--- config.mk ---
export PLATFORM = sky130hd
export DESIGN_NAME = packet_rule_classifier
export DESIGN_NICKNAME = d
export VERILOG_FILES = /design/src/rtl/prc_pkg.sv /design/src/rtl/prc_cell.sv /design/src/rtl/packet_rule_classifier.sv
export VERILOG_INCLUDE_DIRS = /design/src /design/src/rtl
export SDC_FILE = /design/constraint.sdc
export NUM_CORES = 2
export LEC_CHECK = 0
export BUFFER_PORTS_ARGS = -buffer_cell sky130_fd_sc_hd__buf_2
export CORE_MARGIN = 5
export CORE_UTILIZATION = 55
export DETAILED_ROUTE_END_ITERATION = 12
export PLACE_DENSITY = 0.72
export SYNTH_ARGS = -nofsm -noshare
export SYNTH_HDL_FRONTEND = slang
export SYNTH_SLANG_ARGS = --single-unit
--- constraint.sdc ---
create_clock -name clk -period 8.7 [get_ports clk]
set_input_delay 0 -clock clk [delete_from_list [all_inputs] [get_ports clk]]
set_output_delay 0 -clock clk [all_outputs]
set_load 0.01 [all_outputs]
--- src/rtl/packet_rule_classifier_macros.svh ---
// assertion macros for the packet rule classifier
// used by modules that assert; expects clk and arst_n in scope
`ifndef PACKET_RULE_CLASSIFIER_MACROS_SVH
`define PACKET_RULE_CLASSIFIER_MACROS_SVH

// same-cycle implication, checked out of reset
`define PRC_ASSERT_SAME(lbl, ante, cons, msg) \
	lbl: assert property (@(posedge clk) disable iff (!arst_n) (ante) |-> (cons)) \
		else $error(msg);

// next-cycle implication, checked out of reset
`define PRC_ASSERT_NEXT(lbl, ante, cons, msg) \
	lbl: assert property (@(posedge clk) disable iff (!arst_n) (ante) |=> (cons)) \
		else $error(msg);

`endif

--- src/rtl/prc_pkg.sv ---
// shared types, codes and constants of the packet rule classifier
// no dependencies
package prc_pkg;

	localparam int IDX_W        = 4;
	localparam int ACT_W        = 4;
	localparam int RESULT_LIMIT = 16;

	localparam logic [15:0] ETH_IPV4 = 16'h0800;
	localparam logic [7:0]  IP_ICMP  = 8'd1;
	localparam logic [7:0]  IP_TCP   = 8'd6;
	localparam logic [7:0]  IP_UDP   = 8'd17;

	// bit positions in the wildcard flags
	localparam int WILD_ADDR = 0;
	localparam int WILD_PORT = 1;

	typedef enum logic [1:0] {
		OP_CLEAR    = 2'd0,
		OP_APPEND   = 2'd1,
		OP_CLASSIFY = 2'd2
	} op_t;

	typedef enum logic [1:0] {
		PROTO_ANY  = 2'd0,
		PROTO_TCP  = 2'd1,
		PROTO_UDP  = 2'd2,
		PROTO_ICMP = 2'd3
	} proto_t;

	typedef struct packed {
		proto_t             protocol;
		logic [1:0]         wild;
		logic [31:0]        address;
		logic [15:0]        port;
		logic [ACT_W-1:0]   action;
	} rule_t;

	typedef struct packed {
		proto_t      proto;
		logic [31:0] src;
		logic [31:0] dst;
		logic [15:0] port;
	} pkt_t;

	typedef struct packed {
		logic             vld;
		logic [IDX_W-1:0] index;
		logic [ACT_W-1:0] action;
	} slot_t;

	typedef struct packed {
		logic load;
		logic flush;
		logic take;
		logic give;
	} cell_ctl_t;

	// any means not classifiable here
	function automatic proto_t proto_code(input logic [7:0] ip_proto);
		proto_t code;
		unique case (ip_proto)
			IP_TCP:  code = PROTO_TCP;
			IP_UDP:  code = PROTO_UDP;
			IP_ICMP: code = PROTO_ICMP;
			default: code = PROTO_ANY;
		endcase
		return code;
	endfunction

endpackage

--- src/rtl/prc_cell.sv ---
// one cell of the classifier chain: holds one rule and one result slot
// depends on prc_pkg
module prc_cell
	import prc_pkg::*;
(
	input  logic             clk,
	input  logic             arst_n,
	input  logic [IDX_W-1:0] idx,
	input  logic             wr_en,
	input  rule_t            wr_rule,
	input  logic             rule_en,
	input  pkt_t             pkt,
	input  cell_ctl_t        ctl,
	input  slot_t            nxt,
	output slot_t            slot
);

	rule_t            rule_q;
	logic             vld_q;
	logic [IDX_W-1:0] index_q;
	logic [ACT_W-1:0] action_q;
	logic             proto_ok;
	logic             addr_ok;
	logic             port_ok;
	logic             match;

	always_ff @(posedge clk) begin
		if (wr_en) begin
			rule_q <= wr_rule;
		end
	end

	always_comb begin
		proto_ok = (rule_q.protocol == PROTO_ANY) || (rule_q.protocol == pkt.proto);
		addr_ok  = rule_q.wild[WILD_ADDR] || (rule_q.address == pkt.src) ||
			(rule_q.address == pkt.dst);
		port_ok  = rule_q.wild[WILD_PORT] || (rule_q.port == pkt.port);
		match    = rule_en && proto_ok && addr_ok && port_ok;
	end

	// slot is flushed, loads its own match, takes from the successor or hands on
	always_ff @(posedge clk or negedge arst_n) begin
		if (!arst_n) begin
			vld_q <= 1'b0;
		end else begin
			priority if (ctl.flush) begin
				vld_q <= 1'b0;
			end else if (ctl.load) begin
				vld_q <= match;
			end else if (ctl.take) begin
				vld_q <= nxt.vld;
			end else if (ctl.give) begin
				vld_q <= 1'b0;
			end
		end
	end

	always_ff @(posedge clk) begin
		if (ctl.load) begin
			index_q  <= idx;
			action_q <= rule_q.action;
		end else if (ctl.take) begin
			index_q  <= nxt.index;
			action_q <= nxt.action;
		end
	end

	assign slot.vld    = vld_q;
	assign slot.index  = index_q;
	assign slot.action = action_q;

endmodule

--- src/rtl/packet_rule_classifier.sv ---
// Packet rule classifier. An item is taken when start is high and busy is low; op selects
// clear, append or classify. Clear and append finish at the edge that takes them and leave
// busy low. A classify item is registered, then every rule cell compares it against its
// rule at once and keeps a match flag; the flags then drain along the cell chain towards
// cell 0, which shows the results one at a time on result_valid. A flag moves one cell per
// cycle while the cell ahead of it is empty. Flags queued behind one another do not come
// out back to back, except matches in both of the first two cells, which do. Only an IPv4
// TCP, UDP or ICMP item is classified; any other leaves busy low. busy stays high from the
// cycle after a classified item up to the cycle of its last result, or only while the item
// is registered when nothing matches. result_valid lasts exactly one cycle per result and
// cannot be held off. At most 16 results are given per packet, the last flagged by
// last_match. Rule storage has no reset; only written rules take part.
// depends on prc_pkg, prc_cell and packet_rule_classifier_macros.svh
`include "packet_rule_classifier_macros.svh"

module packet_rule_classifier
	import prc_pkg::*;
#(
	parameter int MAX_RULES = 16
) (
	input  logic             clk,
	input  logic             arst_n,
	input  logic             start,
	output logic             busy,
	input  logic [1:0]       op,
	input  logic [1:0]       rule_protocol,
	input  logic [1:0]       rule_wild,
	input  logic [31:0]      rule_address,
	input  logic [15:0]      rule_port,
	input  logic [ACT_W-1:0] rule_action,
	input  logic [15:0]      ether_type,
	input  logic [7:0]       ip_protocol,
	input  logic [31:0]      source_address,
	input  logic [31:0]      dest_address,
	input  logic [15:0]      dest_port,
	output logic             result_valid,
	output logic [IDX_W-1:0] matched_index,
	output logic [ACT_W-1:0] matched_action,
	output logic             last_match
);

	localparam int CNT_W = $clog2(MAX_RULES + 1);
	localparam logic [IDX_W-1:0] LAST_CNT = IDX_W'(RESULT_LIMIT - 1);

	logic             accept;
	logic             do_clear;
	logic             do_append;
	logic             do_classify;
	logic             full;
	logic             pkt_ok;
	proto_t           in_code;
	rule_t            wr_rule;
	logic [CNT_W-1:0] rule_count_q;
	logic             pkt_vld_s1;
	pkt_t             pkt_s1;
	logic [IDX_W-1:0] emit_cnt_q;
	logic             rest_vld;
	logic             flush;

	slot_t                slots [MAX_RULES];
	logic [MAX_RULES-1:0] vld_vec;
	logic [MAX_RULES-1:0] take_vec;

	assign accept = start && !busy;
	assign full   = (rule_count_q == CNT_W'(MAX_RULES));

	always_comb begin
		do_clear    = 1'b0;
		do_append   = 1'b0;
		do_classify = 1'b0;
		if (accept) begin
			unique case (op)
				OP_CLEAR:    do_clear    = 1'b1;
				OP_APPEND:   do_append   = 1'b1;
				OP_CLASSIFY: do_classify = 1'b1;
				default:     ;
			endcase
		end
	end

	always_comb begin
		in_code          = proto_code(ip_protocol);
		pkt_ok           = do_classify && (ether_type == ETH_IPV4) && (in_code != PROTO_ANY);
		wr_rule.protocol = proto_t'(rule_protocol);
		wr_rule.wild     = rule_wild;
		wr_rule.address  = rule_address;
		wr_rule.port     = rule_port;
		wr_rule.action   = rule_action;
	end

	always_ff @(posedge clk or negedge arst_n) begin
		if (!arst_n) begin
			rule_count_q <= '0;
		end else if (do_clear) begin
			rule_count_q <= '0;
		end else if (do_append && !full) begin
			rule_count_q <= rule_count_q + CNT_W'(1);
		end
	end

	always_ff @(posedge clk or negedge arst_n) begin
		if (!arst_n) begin
			pkt_vld_s1 <= 1'b0;
		end else begin
			pkt_vld_s1 <= pkt_ok;
		end
	end

	// icmp carries no port, compare against zero
	always_ff @(posedge clk) begin
		if (pkt_ok) begin
			pkt_s1.proto <= in_code;
			pkt_s1.src   <= source_address;
			pkt_s1.dst   <= dest_address;
			pkt_s1.port  <= (in_code == PROTO_ICMP) ? 16'd0 : dest_port;
		end
	end

	genvar k;
	generate
		for (k = 0; k < MAX_RULES; k++) begin : g_cell
			slot_t     nxt;
			cell_ctl_t ctl;

			assign vld_vec[k]  = slots[k].vld;
			assign take_vec[k] = (k == 0) ? 1'b1 : !vld_vec[k];

			if (k == MAX_RULES - 1) begin : g_tail
				assign nxt = '0;
			end else begin : g_mid
				assign nxt = slots[k+1];
			end

			always_comb begin
				ctl.load  = pkt_vld_s1;
				ctl.flush = flush;
				ctl.take  = take_vec[k];
				ctl.give  = (k == 0) ? 1'b0 : take_vec[(k == 0) ? 0 : k-1];
			end

			prc_cell u_cell (
				.clk     (clk),
				.arst_n  (arst_n),
				.idx     (IDX_W'(k)),
				.wr_en   (do_append && (rule_count_q == CNT_W'(k))),
				.wr_rule (wr_rule),
				.rule_en (CNT_W'(k) < rule_count_q),
				.pkt     (pkt_s1),
				.ctl     (ctl),
				.nxt     (nxt),
				.slot    (slots[k])
			);
		end
	endgenerate

	assign rest_vld       = |(vld_vec >> 1);
	assign result_valid   = vld_vec[0];
	assign matched_index  = slots[0].index;
	assign matched_action = slots[0].action;
	assign last_match     = vld_vec[0] && ((emit_cnt_q == LAST_CNT) || !rest_vld);
	// result limit reached or nothing left: drop whatever is still in the chain
	assign flush          = last_match;
	assign busy           = pkt_vld_s1 || (|vld_vec);

	always_ff @(posedge clk or negedge arst_n) begin
		if (!arst_n) begin
			emit_cnt_q <= '0;
		end else if (last_match) begin
			emit_cnt_q <= '0;
		end else if (result_valid) begin
			emit_cnt_q <= emit_cnt_q + IDX_W'(1);
		end
	end

	`PRC_ASSERT_SAME(a_last_has_strobe, last_match, result_valid,
		"last_match without result")
	`PRC_ASSERT_NEXT(a_idle_after_last, last_match, !busy,
		"chain not empty after last result")
	`PRC_ASSERT_NEXT(a_more_after_mid, result_valid && !last_match, busy,
		"block idle before last result")
	`PRC_ASSERT_SAME(a_chain_empty_on_load, pkt_vld_s1, vld_vec == '0,
		"match flags loaded into a busy chain")
	`PRC_ASSERT_SAME(a_count_bound, 1'b1, rule_count_q <= CNT_W'(MAX_RULES),
		"rule count beyond table size")

endmodule
# After elaboration in Yosys (flattened, before gate mapping)
# Cells that the tools add are included.
[totals]
reg_bits = 1132
out_inout_bits = 11
wordCells = 520
[op_classes]
n_addsub = 2
magnitude_cmp = 16
n_eq_ne = 103
mux = 103
reduce_logical = 161
[ops]
columns = ["operator", "n"]
rows = [
  ["$eq 32x32->1", 32],
  ["$eq 16x16->1", 16],
  ["$mux 4", 33],
  ["$logic_and 1x1->1", 69],
  ["$mux 1", 67],
  ["$logic_or 1x1->1", 66],
  ["$eq 5x4->1 const B", 8],
  ["$lt 4x5->1 const A", 8],
  ["$logic_not 2->1", 17],
  ["$eq 2x2->1", 16],
  ["$ne 2x2->1 const B", 15],
  ["$eq 5x3->1 const B", 4],
  ["$lt 3x5->1 const A", 4],
  ["$eq 16x12->1 const B", 1],
  ["$reduce_or 16->1", 1],
  ["$reduce_or 15->1", 1],
  ["$eq 5x2->1 const B", 2],
  ["$lt 1x5->1 const A", 2],
  ["$lt 2x5->1 const A", 2],
  ["$mux 5", 2],
  ["$eq 8x1->1 const B", 1],
  ["$eq 8x3->1 const B", 1],
  ["$eq 8x5->1 const B", 1],
  ["$pmux 2 s3", 1],
  ["10 further kinds", 15],
]

# Longest topological paths before layout
[depth]
depth_word = 8
ltp_mapped = 8
depth_no_buf = 6

# Modules after synthesis
# Synthesis repeated with hierarchy kept, for this count alone.
[unflattened]
cells_unflattened = 3357
hier_area_um2 = 51474.4
[by_module_without_submodules]
columns = ["module", "n_inst", "cells_per_inst", "area_per_inst_um2", "seq_area_each_um2"]
rows = [
  ["prc_cell", 16, 194, 2986.6, 1946.9],
  ["packet_rule_classifier", 1, 253, 3688.5, 2712.6],
]

# Least setup slack after synthesis
# OpenSTA, ideal clock, no wires.
[synth_path]
path_type = "register to register"
startpoint = "reg g_cell[4].u_cell.vld_q"
endpoint = "reg pkt_vld_s1"
setup_ps = 704
arrival_ps = 7173
required_time_ps = 7996
path_slack_ps = 823
stages_incl_launch_ff = 6
path_buffers = 1
path_cell_list = "dfrtp_1 > buf_6 > nor4_4 > nand4_4 > or3_2 > nor3_1"
[synth_via]
elab_chain_cells = 7
[synth_rtl]
columns = ["item", "line", "rtl"]
rows = [
  ["from (decl)", "prc_cell.sv:19", "logic vld_q;"],
  ["from (signal assigned)", "prc_cell.sv:49", "vld_q <= match;"],
  ["from (signal assigned)", "prc_cell.sv:51", "vld_q <= nxt.vld;"],
  ["$reduce_or 16->1", "packet_rule_classifier.sv:163", "assign busy = pkt_vld_s1 || (|vld_vec);"],
  ["$logic_or 1x1->1", "packet_rule_classifier.sv:163", ""],
  ["$logic_not 1->1", "packet_rule_classifier.sv:64", "assign accept = start && !busy;"],
  ["$logic_and 1x1->1", "packet_rule_classifier.sv:64", ""],
  ["$mux 1", "packet_rule_classifier.sv:71", "if (accept) begin"],
  ["$logic_and 1x1->1 (2 in series)", "packet_rule_classifier.sv:83", "pkt_ok = do_classify && (ether_type == ETH_IPV4) && (in_code != PROTO_ANY);"],
  ["via pkt_ok", "packet_rule_classifier.sv:50", "logic pkt_ok;"],
  ["to (signal assigned)", "packet_rule_classifier.sv:105", "pkt_vld_s1 <= pkt_ok;"],
  ["to (decl)", "packet_rule_classifier.sv:54", "logic pkt_vld_s1;"],
]
# The timed path passes the listed nets, and every way through them passes these cells.
# A chain may end at the register's enable or synchronous reset.

# Final worst setup path
[layout_path]
startpoint = "reg g_cell[2].u_cell.vld_q"
endpoint = "reg g_cell[13].u_cell.rule_q[27] (netlist name), enable pin"
[layout_via]
elab_chain_cells = 6
[layout_rtl]
columns = ["item", "line", "rtl"]
rows = [
  ["from (decl)", "prc_cell.sv:19", ""],
  ["from (signal assigned)", "prc_cell.sv:49", ""],
  ["from (signal assigned)", "prc_cell.sv:51", ""],
  ["$reduce_or 16->1", "packet_rule_classifier.sv:163", ""],
  ["$logic_or 1x1->1", "packet_rule_classifier.sv:163", ""],
  ["$logic_not 1->1", "packet_rule_classifier.sv:64", ""],
  ["$logic_and 1x1->1", "packet_rule_classifier.sv:64", ""],
  ["$mux 1", "packet_rule_classifier.sv:71", ""],
  ["$logic_and 1x1->1", "packet_rule_classifier.sv:145", ".wr_en (do_append && (rule_count_q == CNT_W'(k))),"],
  ["via g_cell[13].u_cell.wr_en", "prc_cell.sv:9", "input logic wr_en,"],
  ["to (signal assigned)", "prc_cell.sv:29", "rule_q <= wr_rule;"],
  ["to (decl)", "prc_cell.sv:18", "rule_t rule_q;"],
]
# The timed path passes the listed nets, and every way through them passes these cells.

==> metrics.csv <==
metric,value,unit
drv_slew,0,
yosys.area.top_type,edfxtp_1,
layout-drive-gt1-share,13.6,%
period_share,43.5,%
root_buffer,clkbuf_16,
viasPerCell,6.27,
clock_path_buffers,3,
grt_util_all_layers,33.4,%
syn_nets,3629,
start_util,55.5,%
power.total,11.3,mW
cts_resized,0,
gp_congestion,0.908,
synth.avg_cell_area,14.7,sq um
antenna_found_initial,11,
globalRoute.totalOverflow,0,
yosysMostFrequentCell,edfxtp_1,
dr.pass1.iters,6,
rows,111,
peakVddDrop,158,uV
drc_errors,0,
cts_max_level,3,
post-cts-setup-buffers,0,
path_max_fanout,52,
vias,32600,
hold_class,in -> reg,
die_width,314,microns
cts.sink_count,1125,
yosysUniqueCellTypes,62,
drtAntennaViolNets,0,
crit_required,9000,ps
seq_area_frac_synth,64.9,%
final_nets,4020,
portBuffers,175,
place_inst,4776,
core,91800,sq um
clk_pin_slew_worst_paths,60,ps
routed_wirelength,168000,microns
status,"complete, no violations",
slew-limit-headroom,14.0,%
clk_latency,690,ps
die_h,314,microns
hpwl,90700,microns
fmax,264,MHz
final_cells,5194,
cts-buffers-inserted,116,
power_leakage,19.9,nW
grt_pass1_vias,31700,
grt_pass1_wl,232000,microns
ys_ff_latch,1125,
synthArstFlopShare,2.31,%
area_delta_synth_final,16.0,%
synthCells,3460,
synth_area_leaders,"edfxtp_1 (61%), xor2_1 (11%), xnor2_1 (11%)",
synthTopCellsByCount,"edfxtp_1 (1038), xor2_1 (657), xnor2_1 (626)",
hold_violations,0,
tns,0,ps
worst-slew-pin-transition,1280,ps
skew,24.4,ps
grt_max_degree,76,
max-cap-violations,0,
grt_setup_unrepaired,false,
pin_count,176,
yosysTopAreaCellShare,61.2,%
ys.flop_type,edfxtp_1,
synthesis.area,50900,sq um
nFillCells,6654,
fin_crit,3780,ps
die_area,98800,sq um
startpoint_type,flop,
endpoint_kind,flop,
power_density,191,nW/um^2
cp_data_arrival_time,4090,ps
worst-setup-path-type,reg -> reg,
cts_tree,yes,
yosysWarnings,0,
synth_edf_count,1038,
drt-initial-drc-count,5053,
wl_per_cell,32.3,microns
setup_violations,0,
critical path, cell delays in order, from the launching register on:
cell and delay, ps:
dfrtp_1 560, nor4_4 380, nand4_4 250, nor4_4 590
nand4b_1 340, nor3b_2 500, buf_4 660
path summary, 6_finish.rpt:
kind	end	startpoint	slack, ps	cells past startpoint
min reg2reg	g_cell[15].u_cell.index_q[2]	g_cell[15].u_cell.index_q[2]	450	1
max	g_cell[13].u_cell.rule_q[27]	g_cell[2].u_cell.vld_q	4920	6
max reg2reg	g_cell[13].u_cell.rule_q[27]	g_cell[2].u_cell.vld_q	4920	6
min	pkt_vld_s1	ether_type[12]	6	5
min in group asynchronous	rule_count_q[3]	arst_n	430	4
max in group asynchronous	pkt_vld_s1	arst_n	8090	4
final cells by class:
type / count / area [sq um] / area share (%)
clock buffer: 150 / 3130 / 5.30
timing repair buffer: 477 / 3650 / 6.18
multi-input combinational: 2121 / 17000 / 28.9
tap: 1243 / 1560 / 2.63
inverter: 10 / 37.5 / 0.0635
antenna: 6 / 15.0 / 0.0254
sequential: 1125 / 33000 / 55.9
clock inverter: 62 / 593 / 1.00
metrics by stage:
stage	setup slack [ps]	hold slack, ps	utilization [%]	instance area (sq um)
after global routing	4810	19.8	64.3	59100
final	4920	5.74	64.4	59100
after detailed placement	5040	62.1	58.1	53300
after global placement	5070	58.4	58.1	53300
after CTS	5010	0.0590	64.3	59100
after floorplan	823	-296	-	50900
kinds of logic after synthesis:
family	synth area share, %
XOR/XNOR	22.1
flip-flops	64.9
AND/OR/NAND/NOR	7.04
buffers and inverters	1.82
AO/OA/AOI/OAI	1.99
multiplexers	2.12
adder cells (fa/ha/maj)	0.0983
report_power, final:
| part | switching, mW | total, mW | internal, mW |
|---|---|---|---|
| registers | 0.0439 | 6.00 | 5.96 |
| logic | 0.261 | 0.396 | 0.136 |
| clock network | 2.07 | 4.90 | 2.82 |
layer usage:
metal	global-route usage (%)	up-vias	share of wire (%)
met1	45.9	16200	37
met3	11.4	520	15
met2	48.9	2504	43
met5	0.642	-	0.050
li1	-	13400	-
met4	14.5	3	5.3
state kept, by name (all words and copies together), names as in the netlist:
register / flops
g_cell.u_cell.action_q: 64
pkt_s1: 82
emit_cnt_q: 4
g_cell.u_cell.vld_q: 16
rule_count_q: 5
pkt_vld_s1: 1
g_cell.u_cell.index_q: 57
g_cell.u_cell.rule_q: 896
placed cells by master (no fill, tap or decap), types with 7 or more instances in the layout:
master and instances:
nor2b_1 41, clkinv_2 21, nand4_1 189, dfxtp_1 61
o32ai_1 11, clkinv_1 22, dlygate4sd3_1 199, inv_1 10
dfrtp_1 25, a211oi_1 16, nand3_1 12, buf_2 175
o21ai_0 39, mux2i_1 39, clkbuf_16 118, a41oi_1 12
a21oi_1 7, xor2_1 657, nand2b_1 18, mux2_2 61
nor2_1 52, edfxtp_1 1038, nor4_1 205, buf_4 102
clkbuf_1 26, nand2_1 29, xnor2_1 626, bufinv_16 10
a211o_1 22
repair_timing:
action                                  in CTS  in global routing
endpoints found under the setup margin       0                  0
hold buffers                               200                  0
endpoints found under the hold margin     1011                  0
Power figures use the tool's default switching activity.
